===== src/rtl/core/pvni_pkg.sv =====
// Shared types, codes and the stencil offset table for the periodic neighbour indexer.
`default_nettype none

package pvni_pkg;

    localparam int COORD_W = 10;
    localparam int EXT_W   = 11;
    localparam int IDX_W   = 30;
    localparam int SLOT_W  = 5;
    localparam int K_W     = 5;
    localparam int PROD_W  = 2 * EXT_W;

    // stencil positions of the final word in each mode
    localparam logic [K_W-1:0] K_LAST_FULL    = 5'd26;
    localparam logic [K_W-1:0] K_LAST_REDUCED = 5'd25;

    // configuration register indexes
    typedef enum logic [1:0] {
        CFG_EXTENT_X     = 2'd0,
        CFG_EXTENT_Y     = 2'd1,
        CFG_EXTENT_Z     = 2'd2,
        CFG_STENCIL_MODE = 2'd3
    } t_cfg_addr;

    typedef enum logic [1:0] {
        OFS_ZERO = 2'd0,
        OFS_DEC  = 2'd1,
        OFS_INC  = 2'd2
    } t_ofs;

    typedef struct packed {
        t_ofs dx;
        t_ofs dy;
        t_ofs dz;
    } t_ofs3;

    typedef struct packed {
        logic [EXT_W-1:0] ex;
        logic [EXT_W-1:0] ey;
        logic [EXT_W-1:0] ez;
    } t_ext;

    typedef struct packed {
        logic [SLOT_W-1:0] slot;
        logic              last;
    } t_meta;

    // one stencil position issued by the sequencer
    typedef struct packed {
        logic                valid;
        logic [K_W-1:0]      k;
        logic [COORD_W-1:0]  cx;
        logic [COORD_W-1:0]  cy;
        logic [COORD_W-1:0]  cz;
        t_meta               meta;
    } t_issue;

    function automatic t_ofs3 stencil_ofs(input logic [K_W-1:0] k);
        t_ofs3 o;
        case (k)
            5'd0:  o = '{OFS_ZERO, OFS_ZERO, OFS_ZERO};
            5'd1:  o = '{OFS_DEC,  OFS_DEC,  OFS_DEC};
            5'd2:  o = '{OFS_ZERO, OFS_DEC,  OFS_DEC};
            5'd3:  o = '{OFS_INC,  OFS_DEC,  OFS_DEC};
            5'd4:  o = '{OFS_DEC,  OFS_ZERO, OFS_DEC};
            5'd5:  o = '{OFS_ZERO, OFS_ZERO, OFS_DEC};
            5'd6:  o = '{OFS_INC,  OFS_ZERO, OFS_DEC};
            5'd7:  o = '{OFS_DEC,  OFS_INC,  OFS_DEC};
            5'd8:  o = '{OFS_ZERO, OFS_INC,  OFS_DEC};
            5'd9:  o = '{OFS_INC,  OFS_INC,  OFS_DEC};
            5'd10: o = '{OFS_DEC,  OFS_DEC,  OFS_ZERO};
            5'd11: o = '{OFS_ZERO, OFS_DEC,  OFS_ZERO};
            5'd12: o = '{OFS_INC,  OFS_DEC,  OFS_ZERO};
            5'd13: o = '{OFS_DEC,  OFS_ZERO, OFS_ZERO};
            5'd14: o = '{OFS_INC,  OFS_ZERO, OFS_ZERO};
            5'd15: o = '{OFS_DEC,  OFS_INC,  OFS_ZERO};
            5'd16: o = '{OFS_ZERO, OFS_INC,  OFS_ZERO};
            5'd17: o = '{OFS_INC,  OFS_INC,  OFS_ZERO};
            5'd18: o = '{OFS_DEC,  OFS_DEC,  OFS_INC};
            5'd19: o = '{OFS_ZERO, OFS_DEC,  OFS_INC};
            5'd20: o = '{OFS_INC,  OFS_DEC,  OFS_INC};
            5'd21: o = '{OFS_DEC,  OFS_ZERO, OFS_INC};
            5'd22: o = '{OFS_ZERO, OFS_ZERO, OFS_INC};
            5'd23: o = '{OFS_INC,  OFS_ZERO, OFS_INC};
            5'd24: o = '{OFS_DEC,  OFS_INC,  OFS_INC};
            5'd25: o = '{OFS_ZERO, OFS_INC,  OFS_INC};
            5'd26: o = '{OFS_INC,  OFS_INC,  OFS_INC};
            default: o = '{OFS_ZERO, OFS_ZERO, OFS_ZERO};
        endcase
        return o;
    endfunction

    function automatic logic is_corner(input logic [K_W-1:0] k);
        t_ofs3 o;
        o = stencil_ofs(k);
        return (o.dx != OFS_ZERO) && (o.dy != OFS_ZERO) && (o.dz != OFS_ZERO);
    endfunction

endpackage

`default_nettype wire


===== src/rtl/core/periodic_voxel_neighbour_indexer_unit.sv =====
// Top level of the periodic voxel neighbour indexer: config registers, pipeline, output register.
//
//  channel   dir  handshake              payload
//  s_        in   i_s_tvalid/o_s_tready  tdata: centre_x, centre_y, centre_z
//  m_        out  o_m_tvalid/i_m_tready  tdata: neighbour_index, neighbour_slot; tlast
//  cfg       in   i_cfg_we               i_cfg_addr, i_cfg_data
//
// One index word per cycle while m_ does not stall: a centre gives 27 words in full mode and
// 19 in reduced mode, set by the stencil sequencer; the next centre is taken on the cycle of
// the last issue. The first word of a centre passes the sequencer, four arithmetic stages
// and the output register. Reset (synchronous, active low) empties the pipe and sets
// extents to 1 and full mode. A stall on m_ freezes the whole pipe in place.
`default_nettype none

module periodic_voxel_neighbour_indexer_unit #(
    parameter int MAX_EXTENT = 1024
) (
    input  wire logic        i_clk,
    input  wire logic        i_rst_n,
    input  wire logic        i_s_tvalid,
    output logic             o_s_tready,
    input  wire logic [31:0] i_s_tdata,   // [9:0] centre_x, [19:10] centre_y, [29:20] centre_z
    output logic             o_m_tvalid,
    input  wire logic        i_m_tready,
    output logic [39:0]      o_m_tdata,   // [29:0] neighbour_index, [34:30] neighbour_slot
    output logic             o_m_tlast,   // last_neighbour
    input  wire logic        i_cfg_we,
    input  wire logic [1:0]  i_cfg_addr,
    input  wire logic [10:0] i_cfg_data
);

    localparam int EW = pvni_pkg::EXT_W;
    localparam int IW = pvni_pkg::IDX_W;
    localparam int SW = pvni_pkg::SLOT_W;

    function automatic logic [EW-1:0] eff_extent(input logic [EW-1:0] r);
        logic [EW-1:0] e;
        e = r;
        if (r == '0) begin
            e = EW'(1);
        end else if ({{(32-EW){1'b0}}, r} > 32'(MAX_EXTENT)) begin
            e = EW'(MAX_EXTENT);
        end
        return e;
    endfunction

    logic [EW-1:0]     r_ext_x, r_ext_y, r_ext_z;
    logic              r_mode;
    pvni_pkg::t_ext    ext;
    pvni_pkg::t_issue  issue;
    logic              en;
    logic              c_valid;
    logic [IW-1:0]     c_index;
    pvni_pkg::t_meta   c_meta;
    logic              r_out_valid;
    logic [IW-1:0]     r_out_index;
    pvni_pkg::t_meta   r_out_meta;

    always_ff @(posedge i_clk) begin
        if (!i_rst_n) begin
            r_ext_x <= EW'(1);
            r_ext_y <= EW'(1);
            r_ext_z <= EW'(1);
            r_mode  <= 1'b0;
        end else if (i_cfg_we) begin
            case (pvni_pkg::t_cfg_addr'(i_cfg_addr))
                pvni_pkg::CFG_EXTENT_X:     r_ext_x <= i_cfg_data;
                pvni_pkg::CFG_EXTENT_Y:     r_ext_y <= i_cfg_data;
                pvni_pkg::CFG_EXTENT_Z:     r_ext_z <= i_cfg_data;
                pvni_pkg::CFG_STENCIL_MODE: r_mode  <= i_cfg_data[0];
                default: ;
            endcase
        end
    end

    assign ext.ex = eff_extent(r_ext_x);
    assign ext.ey = eff_extent(r_ext_y);
    assign ext.ez = eff_extent(r_ext_z);

    // whole pipe moves when the output register is free or being drained
    assign en = !r_out_valid || i_m_tready;

    pvni_seq u_seq (
        .i_clk   (i_clk),
        .i_rst_n (i_rst_n),
        .i_en    (en),
        .i_mode  (r_mode),
        .i_valid (i_s_tvalid),
        .o_ready (o_s_tready),
        .i_cx    (i_s_tdata[9:0]),
        .i_cy    (i_s_tdata[19:10]),
        .i_cz    (i_s_tdata[29:20]),
        .o_issue (issue)
    );

    pvni_calc u_calc (
        .i_clk   (i_clk),
        .i_rst_n (i_rst_n),
        .i_en    (en),
        .i_ext   (ext),
        .i_issue (issue),
        .o_valid (c_valid),
        .o_index (c_index),
        .o_meta  (c_meta)
    );

    always_ff @(posedge i_clk) begin
        if (!i_rst_n) begin
            r_out_valid <= 1'b0;
        end else if (en) begin
            r_out_valid <= c_valid;
        end
    end

    always_ff @(posedge i_clk) begin
        if (en) begin
            r_out_index <= c_index;
            r_out_meta  <= c_meta;
        end
    end

    assign o_m_tvalid = r_out_valid;
    assign o_m_tdata  = {{(40-IW-SW){1'b0}}, r_out_meta.slot, r_out_index};
    assign o_m_tlast  = r_out_meta.last;

endmodule

`default_nettype wire


===== src/rtl/core/pvni_seq.sv =====
// Input capture and stencil sequencer: walks one centre through its stencil positions.
`default_nettype none

module pvni_seq (
    input  wire logic                          i_clk,
    input  wire logic                          i_rst_n,
    input  wire logic                          i_en,
    input  wire logic                          i_mode,
    input  wire logic                          i_valid,
    output logic                               o_ready,
    input  wire logic [pvni_pkg::COORD_W-1:0]  i_cx,
    input  wire logic [pvni_pkg::COORD_W-1:0]  i_cy,
    input  wire logic [pvni_pkg::COORD_W-1:0]  i_cz,
    output pvni_pkg::t_issue                   o_issue
);

    logic                          r_busy, n_busy;
    logic [pvni_pkg::K_W-1:0]      r_k, n_k;
    logic [pvni_pkg::SLOT_W-1:0]   r_slot, n_slot;
    logic [pvni_pkg::COORD_W-1:0]  r_cx, r_cy, r_cz;
    logic [pvni_pkg::K_W-1:0]      k_inc;
    logic                          at_last;
    logic                          take;

    assign at_last = i_mode ? (r_k == pvni_pkg::K_LAST_REDUCED)
                            : (r_k == pvni_pkg::K_LAST_FULL);
    assign o_ready = i_en && (!r_busy || at_last);
    assign take    = i_valid && o_ready;
    assign k_inc   = r_k + pvni_pkg::K_W'(1);

    always_comb begin
        n_busy = r_busy;
        n_k    = r_k;
        n_slot = r_slot;
        if (take) begin
            n_busy = 1'b1;
            n_k    = '0;
            n_slot = '0;
        end else if (i_en && r_busy) begin
            if (at_last) begin
                n_busy = 1'b0;
            end else begin
                // reduced stencil skips corners; no two corners are adjacent
                n_k    = (i_mode && pvni_pkg::is_corner(k_inc)) ?
                         r_k + pvni_pkg::K_W'(2) : k_inc;
                n_slot = r_slot + pvni_pkg::SLOT_W'(1);
            end
        end
    end

    always_ff @(posedge i_clk) begin
        if (!i_rst_n) begin
            r_busy <= 1'b0;
            r_k    <= '0;
            r_slot <= '0;
        end else begin
            r_busy <= n_busy;
            r_k    <= n_k;
            r_slot <= n_slot;
        end
    end

    always_ff @(posedge i_clk) begin
        if (take) begin
            r_cx <= i_cx;
            r_cy <= i_cy;
            r_cz <= i_cz;
        end
    end

    assign o_issue.valid     = r_busy;
    assign o_issue.k         = r_k;
    assign o_issue.cx        = r_cx;
    assign o_issue.cy        = r_cy;
    assign o_issue.cz        = r_cz;
    assign o_issue.meta.slot = r_slot;
    assign o_issue.meta.last = at_last;

endmodule

`default_nettype wire


===== src/rtl/core/pvni_calc.sv =====
// Four-stage index pipeline: wrap coordinates, partial products, full product, final sum.
`default_nettype none

module pvni_calc (
    input  wire logic                        i_clk,
    input  wire logic                        i_rst_n,
    input  wire logic                        i_en,
    input  pvni_pkg::t_ext                   i_ext,
    input  pvni_pkg::t_issue                 i_issue,
    output logic                             o_valid,
    output logic [pvni_pkg::IDX_W-1:0]       o_index,
    output pvni_pkg::t_meta                  o_meta
);

    localparam int EW = pvni_pkg::EXT_W;
    localparam int PW = pvni_pkg::PROD_W;
    localparam int IW = pvni_pkg::IDX_W;

    function automatic logic [EW-1:0] step(input logic [EW-1:0] c,
                                           input pvni_pkg::t_ofs d,
                                           input logic [EW-1:0] e);
        logic [EW-1:0] em1;
        em1 = e - EW'(1);
        case (d)
            pvni_pkg::OFS_DEC: step = (c == '0) ? em1 : c - EW'(1);
            pvni_pkg::OFS_INC: step = (c == em1) ? '0 : c + EW'(1);
            default:           step = c;
        endcase
    endfunction

    pvni_pkg::t_ofs3      ofs;

    // stage A: wrapped neighbour coordinates
    logic                 r_a_valid;
    logic [EW-1:0]        r_a_nx, r_a_ny, r_a_nz;
    pvni_pkg::t_meta      r_a_meta;
    // stage B: y*Z and x*Y
    logic                 r_b_valid;
    logic [PW-1:0]        r_b_py, r_b_px;
    logic [EW-1:0]        r_b_nz;
    pvni_pkg::t_meta      r_b_meta;
    // stage C: z + y*Z and x*Y*Z
    logic                 r_c_valid;
    logic [PW:0]          r_c_t;
    logic [IW-1:0]        r_c_q;
    pvni_pkg::t_meta      r_c_meta;
    // stage D: final index
    logic                 r_d_valid;
    logic [IW-1:0]        r_d_idx;
    pvni_pkg::t_meta      r_d_meta;

    logic [PW+EW-1:0]     q_full;

    assign ofs    = pvni_pkg::stencil_ofs(i_issue.k);

    // x*Y*Z, 22 x 11 bits, low bits kept
    assign q_full = {{EW{1'b0}}, r_b_px} * {{PW{1'b0}}, i_ext.ez};

    always_ff @(posedge i_clk) begin
        if (!i_rst_n) begin
            r_a_valid <= 1'b0;
            r_b_valid <= 1'b0;
            r_c_valid <= 1'b0;
            r_d_valid <= 1'b0;
        end else if (i_en) begin
            r_a_valid <= i_issue.valid;
            r_b_valid <= r_a_valid;
            r_c_valid <= r_b_valid;
            r_d_valid <= r_c_valid;
        end
    end

    always_ff @(posedge i_clk) begin
        if (i_en) begin
            r_a_nx   <= step({1'b0, i_issue.cx}, ofs.dx, i_ext.ex);
            r_a_ny   <= step({1'b0, i_issue.cy}, ofs.dy, i_ext.ey);
            r_a_nz   <= step({1'b0, i_issue.cz}, ofs.dz, i_ext.ez);
            r_a_meta <= i_issue.meta;

            r_b_py   <= r_a_ny * i_ext.ez;
            r_b_px   <= r_a_nx * i_ext.ey;
            r_b_nz   <= r_a_nz;
            r_b_meta <= r_a_meta;

            r_c_t    <= {1'b0, r_b_py} + {{(PW+1-EW){1'b0}}, r_b_nz};
            r_c_q    <= q_full[IW-1:0];
            r_c_meta <= r_b_meta;

            r_d_idx  <= {{(IW-PW-1){1'b0}}, r_c_t} + r_c_q;
            r_d_meta <= r_c_meta;
        end
    end

    assign o_valid = r_d_valid;
    assign o_index = r_d_idx;
    assign o_meta  = r_d_meta;

endmodule

`default_nettype wire


===== config.mk =====
export PLATFORM = sky130hd
export DESIGN_NAME = periodic_voxel_neighbour_indexer_unit
export DESIGN_NICKNAME = d
export VERILOG_FILES = /design/src/rtl/core/pvni_pkg.sv /design/src/rtl/core/periodic_voxel_neighbour_indexer_unit.sv /design/src/rtl/core/pvni_seq.sv /design/src/rtl/core/pvni_calc.sv
export SDC_FILE = /design/constraint.sdc
export NUM_CORES = 2
export LEC_CHECK = 0
export ABC_AREA = 1
export BUFFER_PORTS_ARGS = -buffer_cell sky130_fd_sc_hd__buf_4
export CAP_MARGIN = 40
export CORE_MARGIN = 2
export CORE_UTILIZATION = 30
export CTS_BUF_LIST = sky130_fd_sc_hd__clkbuf_2
export CTS_CLUSTER_SIZE = 24
export DETAILED_ROUTE_END_ITERATION = 8
export HOLD_SLACK_MARGIN = 0.05
export PLACE_DENSITY_LB_ADDON = 0.2
export SETUP_SLACK_MARGIN = 0.1
export SYNTH_ARGS = -nofsm -noshare
export SYNTH_HDL_FRONTEND = slang
export SYNTH_SLANG_ARGS = --single-unit

===== constraint.sdc =====
create_clock -name i_clk -period 17.3 [get_ports i_clk]
set_input_delay 1.73 -clock i_clk [delete_from_list [all_inputs] [get_ports i_clk]]
set_output_delay 1.73 -clock i_clk [all_outputs]
set_load 0.02 [all_outputs]

After elaboration in Yosys (flattened, before gate mapping)
Memories as Yosys holds them, arrays and structs flattened. A register that Yosys moved wholly into a read port is not among the register bits.
Index checks and enable logic that the tools add are counted.
- eq/ne operators: 14
- shifts and indexed selects: 0
- mux-type cells: 25
- magnitude comparators: 3
- divide/modulo/power cells: 0
- reductions and logical operators: 29
- bitwise logic cells: 2
- $add $sub $neg: 14
- multiply operators: 3
- operator list (kind ; number):
    two-way mux 11 bit ; 12
    one-hot mux 11 bit (2 select lines) ; 3
    multiplier 11 x 11 -> 22 bit ; 2
    adder 10 x 1 -> 11 bit (second input constant) ; 3
    equality test 10 x 11 -> 1 bit ; 3
    > comparator 11 bit (second input constant) ; 3
    zero test 11 bit ; 3
    subtractor 10 x 1 -> 11 bit (second input constant) ; 3
    subtractor 11 x 1 -> 11 bit (second input constant) ; 3
    adder 23 x 30 -> 30 bit ; 1
    zero test 10 bit ; 3
    multiplier 22 x 11 -> 30 bit ; 1
    adder 22 x 11 -> 23 bit ; 1
    two-way mux 6 bit ; 3
    two-way mux 5 bit ; 3
    AND reduction 2 bit ; 6
    adder 5 x 1 -> 5 bit (second input constant) ; 2
    equality test 2 bit (second input constant) ; 5
    equality test 5 bit (second input constant) ; 2
    nonzero test 2 bit ; 5
    equality test 2 x 1 -> 1 bit (second input constant) ; 4
    logical AND 1 bit ; 6
    adder 5 x 2 -> 5 bit (second input constant) ; 1
    two-way mux 1 bit ; 4
    5 further kinds ; 8
- memories: 2
- output and inout port bits: 43
- memory bits (writable): 0
- register bits: 311
- bits in latches: 0
- input port bits: 50
- ROM bits: 384
- word-level logic and storage cells: 127
- memories (name ; words ; bits a word ; read ports ; clocked after memory_dff ; wr ports ; RTL line ; text):
    (no name shown) ; 32 ; 6 ; 1 ; 1 ; 0 ; pvni_pkg.sv:60 ; case (k)
    (no name shown) ; 32 ; 6 ; 1 ; 0 ; 0 ; pvni_pkg.sv:60 ;

Longest topological paths before layout
- word-level depth: 13
- depth in mapped cells: 32
- mapped depth without buffers: 31

Hierarchy
From an unflattened synthesis, not the netlist that was laid out.
- cell total of the unflattened synthesis: 3906
- area, all modules: 32328.5 sq um
- modules (own cells, without submodules) (module ; times used ; area an instance (sq um) ; sequential area each (sq um) ; cells an instance):
    pvni_calc ; 1 ; 27730.3 ; 5935.7 ; 3455
    periodic_voxel_neighbour_indexer_unit ; 1 ; 2640.0 ; 1781.7 ; 263
    pvni_seq ; 1 ; 1958.1 ; 1121.1 ; 188

Least setup slack after synthesis
Ideal clock, no wire load.
- kind: input -> output
- start: in i_m_tready
- end: out o_s_tready
- arrival time: 7.066 ns
- buffers on the path: 0
- required time: 15.570 ns
- path slack: 8.504 ns
- stages: 4
- path through: nor2_1 inv_1 nand2_1 inv_1
- longest elaborated chain between the ends: 2
- ends and longest elaborated chain (item ; RTL line ; text):
    start: declaration ; periodic_voxel_neighbour_indexer_unit.sv:24 ; input wire logic i_m_tready,
    logical OR 1 bit ; periodic_voxel_neighbour_indexer_unit.sv:81 ; assign en = !r_out_valid || i_m_tready;
    via en ; periodic_voxel_neighbour_indexer_unit.sv:51 ; logic en;
    logical AND 1 bit ; pvni_seq.sv:27 ; assign o_ready = i_en && (!r_busy || at_last);
    end: declaration ; periodic_voxel_neighbour_indexer_unit.sv:21 ; output logic o_s_tready,
The timed path passes the listed nets, and every way through them passes these cells.

Worst setup path after layout
- start: reg r_ext_z[10]
- end: reg u_calc.r_c_q[27], data pin
- longest elaborated chain between the ends: 4
- elaborated cells on any way between the ends: 5
- classes of those cells: mul (1); order compare (1); mux (2); reduce/logical (1)
- ends and longest elaborated chain (item ; RTL line ; text):
    start: declaration ; periodic_voxel_neighbour_indexer_unit.sv:47 ; logic [EW-1:0] r_ext_x, r_ext_y, r_ext_z;
    start signal: assignment ; periodic_voxel_neighbour_indexer_unit.sv:69 ; pvni_pkg::CFG_EXTENT_Z: r_ext_z <= i_cfg_data;
    > comparator 11 bit ; periodic_voxel_neighbour_indexer_unit.sv:41 ; end else if ({{(32-EW){1'b0}}, r} > 32'(MAX_EXTENT)) begin
    two-way mux 11 bit ; periodic_voxel_neighbour_indexer_unit.sv:41 ;
    two-way mux 11 bit (*) ; periodic_voxel_neighbour_indexer_unit.sv:39 ; if (r == '0) begin
    multiplier 22 x 11 -> 30 bit (*) ; pvni_calc.sv:57 ; assign q_full = {{EW{1'b0}}, r_b_px} * {{PW{1'b0}}, i_ext.ez};
    via u_calc.q_full[27] ; pvni_calc.sv:52 ; logic [PW+EW-1:0] q_full;
    end signal: assignment ; pvni_calc.sv:86 ; r_c_q <= q_full[IW-1:0];
    end: declaration ; pvni_calc.sv:45 ; logic [IW-1:0] r_c_q;
The timed path passes the listed nets; every way through them passes the cells marked *.
A chain may end at the register's enable or synchronous reset.

==> impl_metrics.toml <==
[status]
run_status = "finished clean"

[global_route]
global_route_wire_length_before_repair_microns = 131000
grt_max_degree = 103
grt_util_all_layers_pct = 15.6
grt_antenna_before_repair = 3
grt.overflow.total = 0
grt_pass1_vias = 24300

[floorplan]
placement_rows = 117
pin_count = 93
die_w_microns = 325
fp.dieH_microns = 325
fp.coreArea_sq_mm = 0.102
die_area_sq_mm = 0.105
floorplan.initialDensity_pct = 30.3

[placement]
gpl_wtd_cong = 0.879
postPlaceCellArea_sq_mm = 0.0330
portBuffers = 85
place.detailed.hpwl_microns = 64100
placed_cells_incl_taps = 5004

[cts]
number_of_buffers_inserted_to_repair_setup_after_cts = 0
ctsResizeCount = 0
htree_num_levels = 3
clkSinkCount = 317
cts.path.max_buffers = 3
root_buffer_selected_by_cts = "sky130_fd_sc_hd__clkbuf_2"
hold_buffers = 0
cts.clk_slew.worst_paths_ns = 0.11
tritoncts.num_buffers = 86
tritoncts = "yes"
worst_skew_pair.late_latency_ns = 1.12

[sta]
rsz0062_at_grt = "false"
worst-slew-pin-transition_ns = 0.792
period_needed_ns = 7.27
timing.final.crit_share_pct = 42.0
final_hold_vio_count = 0
drv_slew = 0
slew_headroom_pct = 46.8
fmax_ghz = 0.137
hold_slack_ns = 0.392
finalSetupViolations = 0
final.setup.tns_ns = 0
worst_clock_skew_ns = 0.105

[logic_synthesis]
synth-seq-cells = 317
synth.distinct_cells = 57
async_set_or_reset_flop_fraction_in_the_synthesized_netlist_pct = 0
post_synth_inst_count = 3618
netlist_area_sq_mm = 0.0308
ys_top_cells_by_area = "sky130_fd_sc_hd__edfxtp_1 (25%), sky130_fd_sc_hd__fa_1 (22%), sky130_fd_sc_hd__ha_1 (9.7%)"
yosys_most_used_dff = "sky130_fd_sc_hd__edfxtp_1"
post_synthesis_sequential_area_ratio_pct = 29.1
yosys.area.top_type = "sky130_fd_sc_hd__edfxtp_1"
synth_largest_type_area_fraction_pct = 25.4
synth_enable_flop_cells = 261
synthesis.area_per_instance_sq_um = 8.52
yosysWarningCount = 0

[detailed_routing]
drcViolationCount = 0
vias_per_cell = 4.53
ant_nets = 0
dr.pass1.iters = 5
avgRoutedWirePerCell_microns = 15.7
finalWirelength_microns = 80800
routed-via-count = 23400
initialDrtViolationCount = 1390

[worst_setup_path]
critical-path-max-stage-delay_ns = 0.55
critPathSlowestCell = "sky130_fd_sc_hd__fa_1"
top_fanout_value_on_the_critical_path = 39
setup.worst_path.start_class = "register"
timing.critical_path.to_type = "register"
required_ns = 18.12
path_common_cell = "sky130_fd_sc_hd__fa_1"
critPathArrivalTime_ns = 8.09
path_class = "reg2reg"

[finish]
layout-area-overhead-vs-synth_pct = 9.75
finalNonFillerCells = 5162
design.final.nets = 4352
layout.filler_cells = 10800
stdcell_area_sq_mm = 0.0338
layout-drive-gt1-share_pct = 7.28

[power]
power.density_cell_area_mw_per_mm2 = 101
static-leakage-power_nw = 16.6
max_rail_drop_vdd_mv = 0.0564

[min_path]
hold_path.class = "reg2reg"

[job]
maxCapViolations = 0
[worst paths after layout]
kind                      from                to  slack [ns]  depth (start not counted)
max                r_ext_z[10]  u_calc.r_c_q[27]       10.03                         28
min          u_calc.o_index[0]    r_out_index[0]        0.39                          0
max reg2reg        r_ext_z[10]  u_calc.r_c_q[27]       10.03                         28
min reg2reg  u_calc.o_index[0]    r_out_index[0]        0.39                          0
[worst max-delay path, delay by kind of cell, from the launching register on]
family                     cells  cell delay, ns
adders and majority gates      6            2.85
buffers and inverters          8            1.79
AOI/OAI and AO/OA              5            1.11
and+or+nand+nor                8            0.78
DFF                            1            0.32
xor gates and xnor gates       1            0.15
[layout make-up]
class	instances	area, sq um	area share, %
clock inverter	23	153	0.451
antenna	4	10.0	0.0296
clock buffer	131	656	1.94
inverter	703	2650	7.82
multi-input combinational	2506	18900	55.7
tap	1368	1710	5.06
sequential	317	8960	26.5
timing repair buffer	110	846	2.50
[where the power goes]
group,switching (mW),total (mW),internal (mW),leakage (nW)
registers,0.157,1.25,1.10,3.35
clock network,0.326,0.557,0.231,0.619
logic,0.992,1.59,0.603,12.6
total,1.47,3.40,1.93,16.6
[state kept, by name (all words and copies together) (netlist names), 22 cells and up]
| register | count |
|---|---|
| u_calc.o_index | 30 |
| u_calc.r_b_px | 22 |
| u_calc.r_c_q | 30 |
| u_calc.r_b_py | 22 |
| u_calc.r_c_t | 23 |
| r_out_index | 30 |
[cells in the mapped netlist, types with 6 or more instances]
cell type / count
sky130_fd_sc_hd__clkinv_1: 10
sky130_fd_sc_hd__a21o_1: 8
sky130_fd_sc_hd__nand2_1: 697
sky130_fd_sc_hd__buf_1: 27
sky130_fd_sc_hd__a21oi_1: 210
sky130_fd_sc_hd__nor3_1: 40
sky130_fd_sc_hd__buf_4: 8
sky130_fd_sc_hd__nand3_1: 138
sky130_fd_sc_hd__o21a_1: 8
sky130_fd_sc_hd__dfxtp_1: 56
sky130_fd_sc_hd__nand3b_1: 6
sky130_fd_sc_hd__nor2_1: 435
sky130_fd_sc_hd__inv_1: 691
sky130_fd_sc_hd__ha_1: 239
sky130_fd_sc_hd__nand4_1: 18
sky130_fd_sc_hd__o21ai_0: 119
sky130_fd_sc_hd__xnor2_1: 47
sky130_fd_sc_hd__edfxtp_1: 261
sky130_fd_sc_hd__clkbuf_1: 55
sky130_fd_sc_hd__xor2_1: 92
sky130_fd_sc_hd__nand2_2: 6
sky130_fd_sc_hd__a31oi_1: 28
sky130_fd_sc_hd__fa_1: 339
sky130_fd_sc_hd__o211ai_1: 9
[cell usage in the layout, fill, tap and decap left out, types with 28 or more instances in the layout]
master / n
sky130_fd_sc_hd__a21oi_1: 210
sky130_fd_sc_hd__a31oi_1: 28
sky130_fd_sc_hd__buf_4: 109
sky130_fd_sc_hd__clkbuf_2: 131
sky130_fd_sc_hd__dfxtp_1: 56
sky130_fd_sc_hd__edfxtp_1: 261
sky130_fd_sc_hd__fa_1: 339
sky130_fd_sc_hd__ha_1: 239
sky130_fd_sc_hd__inv_1: 690
sky130_fd_sc_hd__nand2_1: 697
sky130_fd_sc_hd__nand3_1: 138
sky130_fd_sc_hd__nor2_1: 433
sky130_fd_sc_hd__nor3_1: 40
sky130_fd_sc_hd__o21ai_0: 119
sky130_fd_sc_hd__xnor2_1: 47
sky130_fd_sc_hd__xor2_1: 92
[stage by stage]
stage                     total power, mW  utilization [%]  setup WS, ns
after floorplan                      2.36                -          8.50
after global placement               2.87             32.4         10.06
after detailed placement             2.88             32.4         10.01
after CTS                            3.47             33.2          9.98
after global routing                 3.74             33.2          9.53
final                                3.40             33.2         10.03
[layer usage]
| metal | track usage (%) | up-vias | wire (microns) |
|---|---|---|---|
| met3 | 2.24 | 114 | 3210 |
| met5 | 0 | - | 0 |
| met2 | 26.3 | 493 | 38400 |
| li1 | - | 11600 | - |
| met1 | 20.3 | 11200 | 36700 |
| met4 | 5.78 | 0 | 2570 |
[logic make-up (layout without fill, tap and decap cells)]
group | Yosys count | count (layout) | synth area share [%]
simple gates | 1368 | 1368 | 18.0
other cells | 1 | 9 | 0.0122
xor+xnor | 140 | 140 | 4.02
mux | 1 | 1 | 0.0365
buf+inv | 799 | 967 | 9.85
flops | 317 | 317 | 29.1
compound gates | 414 | 414 | 7.34
fa+ha+maj | 578 | 578 | 31.7
No activity file was read; power rests on OpenSTA's default activity.
